==> src/hdl/sts_pkg.sv <==
// Shared types and constants for the two-key record sorter.
package sts_pkg;

	// Field widths of one stored record.
	localparam int IDX_W = 6;
	localparam int KEY_W = 8;

	// One record as it moves along the cell chain.
	typedef struct packed {
		logic [IDX_W-1:0] idx;
		logic [KEY_W-1:0] len;
		logic [KEY_W-1:0] vow;
	} rec_t;

	// Commands broadcast from the controller to every cell.
	typedef struct packed {
		logic load;
		logic drain;
	} cell_ctrl_t;

	// Controller states: collecting records or draining the sorted run.
	typedef enum logic {
		ST_LOAD,
		ST_EMIT
	} state_t;

endpackage

==> src/hdl/sts_cell.sv <==
// One cell of the insertion chain: holds one record in sorted position.
module sts_cell (
	input  logic               clk,
	input  logic               arst_n,
	input  sts_pkg::cell_ctrl_t ctrl,
	input  logic               occupied,
	input  sts_pkg::rec_t      new_rec,
	input  logic               prev_win,
	input  sts_pkg::rec_t      prev_rec,
	input  sts_pkg::rec_t      next_rec,
	output logic               win,
	output sts_pkg::rec_t      rec
);
	import sts_pkg::*;

	rec_t rec_q;

	// The incoming record goes ahead of this one if this slot is empty or its
	// key pair is strictly larger; equal keys keep the earlier arrival first.
	assign win = !occupied || ({new_rec.vow, new_rec.len} > {rec_q.vow, rec_q.len});

	// On a load the cell takes its upper neighbor's record when the new one
	// landed above, takes the new one when it lands here, or holds.
	// On a drain every record moves one cell toward the head.
	always_ff @(posedge clk or negedge arst_n) begin
		if (!arst_n) begin
			rec_q <= '0;
		end else if (ctrl.drain) begin
			rec_q <= next_rec;
		end else if (ctrl.load) begin
			if (prev_win) begin
				rec_q <= prev_rec;
			end else if (win) begin
				rec_q <= new_rec;
			end
		end
	end

	assign rec = rec_q;

endmodule

==> src/hdl/stable_two_key_record_sorter.sv <==
// Top level of the two-key record sorter: control and the chain of cells.
//
// Records are taken one per cycle while busy is low and are inserted into a
// chain of DEPTH cells that keeps them sorted by vowel count descending, then
// name length descending, then arrival order; the insertion finishes in the
// cycle of the transfer. After the record marked last, busy rises and the
// n stored records of the set leave the head of the chain one per cycle on
// consecutive cycles, each marked by strobe; the receiver must take every
// result in the cycle it appears. Records that arrive while DEPTH records
// are held are dropped, and every result of that set then carries overflow.
module stable_two_key_record_sorter #(
	parameter int DEPTH = 8
) (
	input  logic       clk,
	input  logic       arst_n,
	input  logic       start,
	output logic       busy,
	input  logic [7:0] name_length,
	input  logic [7:0] vowel_count,
	input  logic       last_record,
	output logic       strobe,
	output logic [5:0] record_index,
	output logic [7:0] out_length,
	output logic [7:0] out_vowels,
	output logic       last_out,
	output logic       overflow
);
	import sts_pkg::*;

	localparam int CW = $clog2(DEPTH + 1);

	state_t      state_q, state_d;
	logic [CW-1:0] count_q;
	logic        dropped_q;
	logic        accept;
	logic        full;
	cell_ctrl_t  ctrl;
	rec_t        new_rec;
	rec_t        cell_rec [DEPTH];
	logic        cell_win [DEPTH];
	logic        emit;

	assign accept  = start && !busy;
	assign full    = (count_q == CW'(DEPTH));
	assign new_rec = '{idx: IDX_W'(count_q), len: name_length, vow: vowel_count};

	// Next state: a last record starts the drain, the final result ends it.
	always_comb begin
		state_d = state_q;
		unique case (state_q)
			ST_LOAD: begin
				if (accept && last_record) state_d = ST_EMIT;
			end
			ST_EMIT: begin
				if (count_q == CW'(1)) state_d = ST_LOAD;
			end
			default: state_d = ST_LOAD;
		endcase
	end

	// State outputs.
	always_comb begin
		busy = 1'b0;
		emit = 1'b0;
		unique case (state_q)
			ST_LOAD: begin
				busy = 1'b0;
				emit = 1'b0;
			end
			ST_EMIT: begin
				busy = 1'b1;
				emit = 1'b1;
			end
			default: begin
				busy = 1'b0;
				emit = 1'b0;
			end
		endcase
	end

	assign ctrl.load  = accept && !full;
	assign ctrl.drain = emit;

	// State, record count and drop flag.
	always_ff @(posedge clk or negedge arst_n) begin
		if (!arst_n) begin
			state_q   <= ST_LOAD;
			count_q   <= '0;
			dropped_q <= 1'b0;
		end else begin
			state_q <= state_d;
			if (emit) begin
				count_q <= count_q - CW'(1);
				if (count_q == CW'(1)) dropped_q <= 1'b0;
			end else if (accept) begin
				if (full) dropped_q <= 1'b1;
				else count_q <= count_q + CW'(1);
			end
		end
	end

	// The chain: each cell sees its neighbors' records and the upper win flag.
	for (genvar i = 0; i < DEPTH; i++) begin : g_cell
		logic occ;
		logic pw;
		rec_t pr;
		rec_t nr;

		assign occ = (CW'(i) < count_q);
		if (i == 0) begin : g_head
			assign pw = 1'b0;
			assign pr = new_rec;
		end else begin : g_body
			assign pw = cell_win[i-1];
			assign pr = cell_rec[i-1];
		end
		if (i == DEPTH - 1) begin : g_tail
			assign nr = new_rec;
		end else begin : g_inner
			assign nr = cell_rec[i+1];
		end

		sts_cell u_cell (
			.clk      (clk),
			.arst_n   (arst_n),
			.ctrl     (ctrl),
			.occupied (occ),
			.new_rec  (new_rec),
			.prev_win (pw),
			.prev_rec (pr),
			.next_rec (nr),
			.win      (cell_win[i]),
			.rec      (cell_rec[i])
		);
	end

	// Results leave from the head cell.
	assign strobe       = emit;
	assign record_index = cell_rec[0].idx;
	assign out_length   = cell_rec[0].len;
	assign out_vowels   = cell_rec[0].vow;
	assign last_out     = emit && (count_q == CW'(1));
	assign overflow     = dropped_q;

`ifndef ASSERT_OFF
	// A result is only shown while records remain in the chain.
	a_strobe_has_data: assert property (@(posedge clk) disable iff (!arst_n)
		strobe |-> (count_q != '0))
		else $error("result shown with an empty chain");

	// The count never exceeds the number of cells.
	a_count_bound: assert property (@(posedge clk) disable iff (!arst_n)
		count_q <= CW'(DEPTH))
		else $error("record count beyond chain depth");

	// A last record always starts a sorted run in the next cycle.
	a_last_starts_run: assert property (@(posedge clk) disable iff (!arst_n)
		(start && !busy && last_record) |=> strobe)
		else $error("last record did not start output");

	// The final result of a run returns the block to loading with a clean set.
	a_run_ends_clean: assert property (@(posedge clk) disable iff (!arst_n)
		(strobe && last_out) |=> (!busy && count_q == '0 && !dropped_q))
		else $error("run did not end cleanly");
`endif

endmodule
==> config.mk <==
export PLATFORM = sky130hd
export DESIGN_NAME = stable_two_key_record_sorter
export DESIGN_NICKNAME = d
export VERILOG_FILES = /design/src/hdl/sts_pkg.sv /design/src/hdl/sts_cell.sv /design/src/hdl/stable_two_key_record_sorter.sv
export SDC_FILE = /design/constraint.sdc
export NUM_CORES = 1
export LEC_CHECK = 0
export BUFFER_PORTS_ARGS = -buffer_cell sky130_fd_sc_hd__buf_2
export CAP_MARGIN = 10
export CORE_ASPECT_RATIO = 1.1
export CORE_MARGIN = 3
export CORE_UTILIZATION = 30
export DETAILED_ROUTE_END_ITERATION = 8
export PLACE_DENSITY_LB_ADDON = 0.25
export SYNTH_ARGS = -nofsm -noshare
export SYNTH_HDL_FRONTEND = slang
export SYNTH_SLANG_ARGS = --single-unit
==> constraint.sdc <==
create_clock -name clk -period 2.61 [get_ports clk]
set_input_delay 0.783 -clock clk [delete_from_list [all_inputs] [get_ports clk]]
set_output_delay 0.783 -clock clk [all_outputs]
set_load 0.02 [all_outputs]
==> impl_metrics.tcl, run 1 <==
set metrics [dict create \
    routed_wl_um 55400 \
    register_area_um2 4560 \
    grt_pass1_vias 15200 \
    cp.arrival_ns 3.21 \
    clock-root-buffer "clkbuf_16" \
    crit_start "vowel_count[3]" \
    core_area_um2 48000 \
    wl_per_cell_um 19.9 \
    endpoint_kind "flop" \
    clock_latency_ns 0.46 \
    status "finished, violations left" \
    cts_tree "done" \
    tightestPinTransition_ns 0.582 \
    syn_avg_cell_area_um2 8.45 \
    maxSlewHeadroom_pct 60.8 \
    dr.pass1.iters 5 \
    htreeDepth 4 \
    ys_top_cells_by_area "dfrtp_1 (31%), ha_1 (11%), nor3_1 (7.9%)" \
    fin_crit_sh_pct 110 \
    drive_gt1_share_pct 39.1 \
    syn_nets 1887 \
    leakagePower_nw 9.72 \
    fin_tns_setup_ns -26.45 \
    design_area_um2 22300 \
    ios 46 \
    hold_slack_ns 0.299 \
    p_int_mw 15.7 \
    postCtsHoldBufs 0 \
    syn_inst 1735 \
    rows 84 \
    drt_iter0_drc 1051 \
    min_period_ns 2.87 \
    seq_power_share_pct 18.4 \
    overflow 0 \
    initial_utilization_pct 30.5 \
    powerDensity_nw_per_um2 1260 \
    skew_ns 0.0113 \
    grtUsageMet2_pct 36.6 \
    die_area_um2 51600 \
    rsz0062_at_grt "yes" \
    peakVddDrop_v 0.000662 \
    synth_warnings 0 \
    fp.dieW_um 217 \
    syn2layout_area_growth_pct 52.3 \
    hold_violations 0 \
    fmax_mhz 349 \
    critical_path_class "in -> reg" \
    final_cells 2781 \
    grt_max_degree 88 \
    antenna_found_initial 0 \
    synth_cell_type_count 76 \
    hp-class "in -> async" \
    ys.flop_type "dfrtp_1" \
    yosys.area.top_type "dfrtp_1" \
    synth.most_common_cell "nor3_1" \
    power_frac_comb_pct 71.7 \
    yosys-top-cells-count "nor3_1 (230), dfrtp_1 (182), inv_1 (137), ha_1 (132), a21oi_1 (124)" \
    yosysTopAreaCellShare_pct 31.1 \
    worstPathRequired_ns 2.96 \
    clock_sink_count 182 \
    setup_violations 176 \
    cts_made_buffers 17 \
    multi_input_area_um2 10900 \
    r2r_start "g_cell[6].u_cell.rec[2]" \
    drv_slew 0 \
    ff2ff_setup_slack_ns -0.20 \
    synth.yosys.seq_area_share_pct 31.1 \
    place_area_um2 18900 \
    use_met1_pct 26.7 \
    violations "setup timing" \
    switchingPower_mw 12.5 \
    critPathLaunchType "input port" \
    busiest_layer "met2" \
    async_reset_ff_share_pct 100 \
    r2r_end "g_cell[6].u_cell.rec[21]" \
    final_nets 2276 \
    drtAntennaViolNets 0 \
    place_inst 2662 \
    num_antenna_cells 0 \
    clockPowerShare_pct 9.9 \
    worst_slack_ns -0.259 \
    port_buffers 45 \
    die-height_um 238 \
    clk_pin_slew_ns 0.07 \
    gp_congestion 0.845 \
    synth_edf_count 0 \
    route.detailed.drc 0 \
    crit_fanout 11 \
    viasPerCell 5.43 \
    synthesis.area_um2 14700 \
    worstRegToRegCells 10 \
    cap_viol_max_count 0 \
    ys_ff_latch 182 \
    use_met3_pct 2.38 \
    dp_hpwl_um 38800 \
    fill_cells 4476 \
    num_vias 15100 \
    switching_share_pct 44.3 \
    ctsLongestPathBuffers 2 \
    utilization_pct 46.5 \
    grt_pass1_wl_um 85800 \
    grtUsageTotal_pct 21.0 \
]
worst max-delay path, stage by stage:
cell and delay (ns):
buf_12 0.13, buf_6 0.12, ha_4 0.25, nand4_1 0.18, or3_4 0.41, buf_6 0.13, nor4_4 0.22, inv_2 0.10
o211ai_4 0.11, nand3_4 0.17, buf_6 0.18, buf_16 0.13, mux2_2 0.26
cells in the final DEF (no fill, tap or decap), types with 22 or more instances in the layout:
cell type | synthesis | layout
o21ai_1 | 3 | 26
nor3_1 | 230 | 216
ha_1 | 132 | 74
a211oi_1 | 100 | 89
nand4_1 | 31 | 31
clkbuf_16 | 0 | 22
o21ai_0 | 94 | 69
nand2_1 | 114 | 110
a21oi_1 | 124 | 109
buf_6 | 4 | 44
ha_4 | 0 | 57
mux2_2 | 78 | 39
dfrtp_1 | 182 | 181
mux2_4 | 0 | 45
inv_1 | 137 | 128
buf_2 | 20 | 28
nor2_1 | 71 | 67
buf_4 | 3 | 361
mux2i_1 | 51 | 47
buf_12 | 0 | 46
sequential cells by signal, indices dropped and copies added, names as in the netlist:
signal and count:
overflow 1, g_cell.u_cell.rec 176, state_q 1, count_q 4
cell families after synthesis:
family | count (synthesis) | synth area share [%]
adder cells (fa/ha/maj) | 132 | 11.3
XOR/XNOR | 3 | 0.179
flip-flops | 182 | 31.1
buffers and inverters | 280 | 7.62
AND/OR/NAND/NOR | 515 | 17.0
AO/OA/AOI/OAI | 484 | 22.6
multiplexers | 139 | 10.2
per-layer routing:
metal  wire length, um  part of all wire (%)  up-vias
li1                  -                     -     7262
met1             23800                    43     7345
met2             27700                    50      395
met3              2150                   3.9       85
met4              1720                   3.1        0
met5                 0                     0        -
cell type report:
| class | count | share of cell area, % |
|---|---|---|
| clock buffers | 22 | 2.17 |
| clock inverters | 9 | 0.560 |
| inverters | 140 | 2.43 |
| multi-input cells | 1273 | 48.7 |
| flip-flops and latches | 182 | 20.4 |
| well taps | 645 | 3.61 |
| repair buffers | 510 | 22.2 |
worst max path at each step:
stage,slack [ns],to
global route,-0.31,g_cell[6].u_cell.rec[21]
floorplan,-0.39,g_cell[4].u_cell.rec[10]
global placement,-0.95,g_cell[6].u_cell.rec[21]
detailed placement,-1.0,g_cell[6].u_cell.rec[5]
CTS,-0.27,g_cell[7].u_cell.rec[19]
finish,-0.26,g_cell[1].u_cell.rec[10]
power by group through the flow:
stage	clock, mW	combinational, mW	sequential [mW]
floorplan	0	10.1	5.30
global placement	0	16.6	5.16
detailed placement	0	16.9	5.19
CTS	2.85	19.1	5.16
global route	2.95	21.9	5.36
finish	2.79	20.2	5.19
metrics by stage:
stage / total power [mW] / worst slack [ns]
after floorplan: 15.3 / -0.385
after global placement: 21.7 / -0.954
after detailed placement: 22.1 / -0.998
after CTS: 27.1 / -0.271
after global routing: 30.2 / -0.309
final: 28.2 / -0.259
timing repair:
item,4_1_cts,5_1_grt
resized for setup,217,104
buffers inserted,62,12
cloned,14,6
endpoints found under the setup margin,176,177
pin swaps,58,45
No activity file was read; power rests on OpenSTA's default activity.
==> run 2, diff against run 1 <==
Settings changed: CELL_PAD_IN_SITES_DETAIL_PLACEMENT set to 1, CELL_PAD_IN_SITES_GLOBAL_PLACEMENT set to 1.
==> run 2 against run 1 <==
  * The run still ends with setup timing left
  * Via count up 7.6%
  * Core utilization up 3.2 points
  * Fmax down 3.7%
  * Sequential share of layout area down 1.3 points
  * Worst hold slack worse by 0.028 ns
  * Clock power up 3%
  * Critical path type unchanged
  * Cell area up 7.0%
  * Sequential power up 2%
  * Worst setup slack worse by 0.11 ns
  * Final cell count up 0.54%
==> impl_metrics.tcl, run 2 (synthesized netlist as in run 1, its figures left out) <==
set metrics [dict create \
    largest_register_ffs 176 \
    gp_congestion 0.864 \
    design_area_um2 23900 \
    final_common_cell "buf_4" \
    critical_path.slowest_cell "o41a_1" \
    cts_tree "done" \
    cts_made_buffers 17 \
    powerDensity_nw_per_um2 1330 \
    crit_buf_inv 4 \
    cp_top_family "compound AO/OA/AOI/OAI gates" \
    drt_iter0_drc 851 \
    hold_violations 0 \
    clock_sink_count 182 \
    grt_max_degree 86 \
    status "finished, violations left" \
    crit_fanout 13 \
    route.detailed.drc 0 \
    initial_utilization_pct 30.5 \
    final_cell_mix "buf_4 (339), nor3_1 (201), dfrtp_1 (181)" \
    slowest_delay_ns 0.46 \
    die_area_um2 51600 \
    clock_latency_ns 0.48 \
    fmax_mhz 336 \
    peakVddDrop_v 0.000651 \
    die-height_um 238 \
    place_inst 2641 \
    fp.dieW_um 217 \
    maxSlewHeadroom_pct 56.0 \
    r2r_start "g_cell[1].u_cell.rec[9]" \
    ctsLongestPathBuffers 2 \
    worst_slack_ns -0.370 \
    rows 84 \
    min_period_ns 2.98 \
    worstPathCellList "buf_2 -> buf_12 -> ha_1 -> a21oi_2 -> o21a_1 -> nor2_1 -> o41a_1 -> buf_4 -> o211ai_4 -> nand3_4 -> buf_12 -> mux2_4" \
    critical_path_class "in -> reg" \
    setup_violations 174 \
    fin_crit_sh_pct 114 \
    clock-root-buffer "clkbuf_16" \
    core_area_um2 48000 \
    drtAntennaViolNets 0 \
    place_area_um2 18900 \
    violations "setup timing" \
    grtUsageTotal_pct 25.2 \
    clk_pin_slew_ns 0.07 \
    postCtsHoldBufs 0 \
    num_antenna_cells 0 \
    worstPathRequired_ns 2.97 \
    port_buffers 45 \
    dr.pass1.iters 5 \
    wl_per_cell_um 25.1 \
    endpoint_kind "flop" \
    num_vias 16200 \
    leakagePower_nw 10.4 \
    drv_slew 0 \
    dp_hpwl_um 43500 \
    final_nets 2290 \
    skew_ns 0.0124 \
    cp.arrival_ns 3.34 \
    grt_pass1_vias 17300 \
    crit_start "name_length[7]" \
    tightestPinTransition_ns 0.660 \
    htreeDepth 4 \
    ios 46 \
    viasPerCell 5.81 \
    routed_wl_um 70100 \
    syn2layout_area_growth_pct 62.9 \
    final_cells 2796 \
    antenna_found_initial 0 \
    drive_gt1_share_pct 45.0 \
    rsz0062_at_grt "yes" \
    critPathLaunchType "input port" \
    overflow 0 \
    grt_pass1_wl_um 101000 \
    crit_top_cell "buf_12" \
    hp-class "in -> async" \
    cap_viol_max_count 0 \
    ff2ff_setup_slack_ns -0.30 \
]
run 2: cell count changes in the layout (fill, tap and decap cells not counted), sizes merged:
cell | before | now
clkbuf | 28 | 32
clkinv | 6 | 7
inv | 138 | 137
bufbuf | 1 | 0
buf | 503 | 515
run 2: final cells by class:
class | count | area (um^2)
Clock buffer | 23 | 488
Multi-Input combinational cell | 1273 | 11900
Tap cell | 645 | 807
Fill cell | 5222 | 24100
Timing Repair Buffer | 524 | 5450
Inverter | 140 | 543
Sequential cell | 182 | 4560
Clock inverter | 9 | 123
run 2: metrics by stage:
stage / utilization (%) / hold WS (ns) / worst slack, ns / TNS (ns) / power, mW
global route: 49.7 / 0.295 / -0.395 / -50.42 / 33.6
CTS: 46.7 / 0.283 / -0.317 / -39.43 / 29.1
detailed placement: 39.4 / 0.487 / -1.05 / -151.73 / 22.7
global placement: 39.4 / 0.479 / -0.990 / -142.04 / 22.0
finish: 49.7 / 0.271 / -0.370 / -44.29 / 31.8
floorplan: - / 0.461 / -0.385 / -39.60 / 15.3
run 2: worst paths after layout:
path	cells after the start	endpoint
worst max-delay path	12	g_cell[1].u_cell.rec[1]
worst min-delay path	1	g_cell[0].u_cell.rec[20]
worst max register to register	11	g_cell[1].u_cell.rec[1]
worst min register to register	1	g_cell[7].u_cell.rec[20]
max in group asynchronous	2	g_cell[4].u_cell.rec[15]
min in group clk	1	g_cell[7].u_cell.rec[20]
run 2: what timing repair did:
action / 4_1_cts / 5_1_grt
cloned: 25 / 7
endpoints found under the setup margin: 177 / 177
pin swaps: 95 / 105
gates resized for setup: 303 / 240
setup buffers: 80 / 31
run 2: metal layers:
| layer | vias to the layer above | track usage, % | routed length [um] |
|---|---|---|---|
| li1 | 7295 | - | - |
| met5 | - | 0 | 0 |
| met4 | 0 | 13.0 | 3710 |
| met3 | 178 | 2.24 | 2100 |
| met2 | 436 | 45.4 | 36200 |
| met1 | 8327 | 29.9 | 28100 |
run 2: power by group:
group / leakage [nW] / internal [mW] / total (mW) / switching (mW)
logic: 7.89 / 11.3 / 23.7 / 12.4
registers: 2.21 / 4.22 / 5.27 / 1.05
clock network: 0.303 / 1.60 / 2.86 / 1.26
==> run 3, diff against run 2 <==
Settings changed: CTS_CLUSTER_SIZE set to 12.
Clock period 2.61 ns to 3.7 ns, I/O delays scaled along.
==> run 3 against run 2 <==
  * Power fell by 51%
  * Die area did not move
  * Non-clock buffer count fell by 316
  * Cell area fell by 27%
  * Critical endpoint is now g_cell[1].u_cell.rec[19]
  * Worst hold slack improved by 0.24 ns
  * Clock skew barely moved
  * Sequential power fell by 23%
  * Core utilization fell by 14 points
  * The flow now finishes without violations
  * Register-to-register slack improved by 0.83 ns
  * Count of clock-buffer cells in the layout fell by 6
  * Global-route usage fell by 5.0 points
==> impl_metrics.tcl, run 3 (synthesized netlist as in run 1, its figures left out) <==
set metrics [dict create \
    status "finished clean" \
    clock_sink_count 182 \
    gp_congestion 0.858 \
    hold_slack_ns 0.515 \
    wl_per_cell_um 20.7 \
    utilization_pct 36.1 \
    overflow 0 \
    route.detailed.drc 0 \
    final_cells 2480 \
    power_frac_comb_pct 61.6 \
    drive_gt1_share_pct 18.9 \
    final_cell_mix "nor3_1 (230), dfrtp_1 (181), inv_1 (136)" \
    critPathLaunchType "input port" \
    seq_power_share_pct 26.1 \
    rsz0062_at_grt "no" \
    skew_ns 0.0127 \
    fin_crit_sh_pct 93.6 \
    largest_register_ffs 176 \
    htreeDepth 4 \
    worstPathCellList "buf_2 -> buf_12 -> buf_4 -> ha_1 -> nand4_1 -> or4_1 -> buf_4 -> a21oi_1 -> o311ai_0 -> mux2_2" \
    switching_share_pct 48.9 \
    clk_pin_slew_ns 0.08 \
    grtUsageTotal_pct 20.2 \
    ios 46 \
    finalPower_mw 15.6 \
    num_vias 13800 \
    drtAntennaViolNets 0 \
    leakagePower_nw 7.46 \
    grt_pass1_vias 14400 \
    postCtsHoldBufs 0 \
    fmax_mhz 289 \
    core_area_um2 48000 \
    tightestPinTransition_ns 0.809 \
    setup_violations 0 \
    powerDensity_nw_per_um2 900 \
    maxSlewHeadroom_pct 45.9 \
    endpoint_kind "flop" \
    critical_path_class "in -> reg" \
    routed_wl_um 51400 \
    port_buffers 45 \
    critical_path.slowest_cell "or4_1" \
    final_nets 1974 \
    switchingPower_mw 7.63 \
    fill_cells 5671 \
    rows 84 \
    drt_iter0_drc 694 \
    die_area_um2 51600 \
    num_antenna_cells 0 \
    fp.dieW_um 217 \
    dr.pass1.iters 6 \
    antenna_found_initial 0 \
    crit_top_cell "buf_4" \
    viasPerCell 5.55 \
    min_period_ns 3.46 \
    grt_max_degree 138 \
    slowest_delay_ns 0.65 \
    drv_slew 0 \
    clockPowerShare_pct 12.3 \
    place_inst 2448 \
    post_cts_resized 0 \
    hold_violations 0 \
    cts_made_buffers 17 \
    final_common_cell "nor3_1" \
    cts_setup_buffers 0 \
    syn2layout_area_growth_pct 18.3 \
    fin_tns_setup_ns 0 \
    die-height_um 238 \
    grt_pass1_wl_um 83500 \
    cp_top_family "simple AND/OR/NAND/NOR gates" \
    worstPathRequired_ns 4.06 \
    peakVddDrop_v 0.000428 \
    cp.arrival_ns 3.82 \
    initial_utilization_pct 30.5 \
    clock_latency_ns 0.48 \
    crit_fanout 23 \
    crit_buf_inv 4 \
    cap_viol_max_count 0 \
    hp-class "reg -> reg" \
    p_int_mw 7.99 \
    clock-root-buffer "clkbuf_16" \
    ctsLongestPathBuffers 2 \
    dp_hpwl_um 39600 \
    cts_tree "done" \
]
run 3: changes by cell type in the layout (fill, tap and decap cells not counted), sizes merged:
cell and change:
clkbuf -14, bufinv -2, buf -308, inv +10
clkinvlp -2
run 3: final timing paths:
kind | startpoint | to | slack, ns | cells after the start
max reg2reg | count_q[0] | g_cell[4].u_cell.rec[3] | 0.53 | 12
min | g_cell[7].u_cell.rec[21] | g_cell[7].u_cell.rec[21] | 0.52 | 1
min in group asynchronous | arst_n | g_cell[0].u_cell.rec[0] | 0.66 | 1
max in group asynchronous | arst_n | g_cell[7].u_cell.rec[16] | 2.21 | 2
min reg2reg | g_cell[7].u_cell.rec[21] | g_cell[7].u_cell.rec[21] | 0.52 | 1
max | vowel_count[3] | g_cell[1].u_cell.rec[19] | 0.24 | 10
run 3: power by group through the flow:
| stage | Clock (mW) | Sequential (mW) | Combinational (mW) |
|---|---|---|---|
| after detailed placement | 0 | 4.08 | 9.64 |
| after global placement | 0 | 4.03 | 9.33 |
| after CTS | 1.97 | 4.06 | 9.71 |
| final | 1.92 | 4.07 | 9.63 |
| after floorplan | 0 | 3.72 | 6.41 |
| after global routing | 2.04 | 4.23 | 10.7 |
run 3: per-layer routing:
metal	global-route usage, %	wire length (um)
met1	26.9	24400
met2	34.9	25200
met3	2.14	1040
met4	5.35	865
met5	0	0
run 3: layout make-up:
cell class,instances,area [um^2],share of cell area [%]
Clock buffer,17,425,2.45
Clock inverter,15,163,0.938
Sequential cell,182,4560,26.3
Inverter,140,527,3.04
Tap cell,645,807,4.65
Timing Repair Buffer,208,1850,10.6
Multi-Input combinational cell,1273,9020,52.0
run 3: worst reg2reg max path, stage by stage, from the launching register on:
cell and delay (ns):
dfrtp_1 0.38, buf_4 0.17, inv_1 0.26, ha_1 0.34, inv_1 0.10, a21oi_1 0.47
a211oi_1 0.13, a31oi_2 0.22, buf_4 0.17, o21a_1 0.13, or2_1 0.14, buf_12 0.19
mux2_2 0.36
run 3: metrics by stage:
step | instance area (um^2) | worst slack (ns)
floorplan | 14700 | 0.00418
global placement | 16800 | -0.213
detailed placement | 16800 | -0.227
CTS | 17300 | 0.263
global route | 17300 | 0.0580
finish | 17300 | 0.237
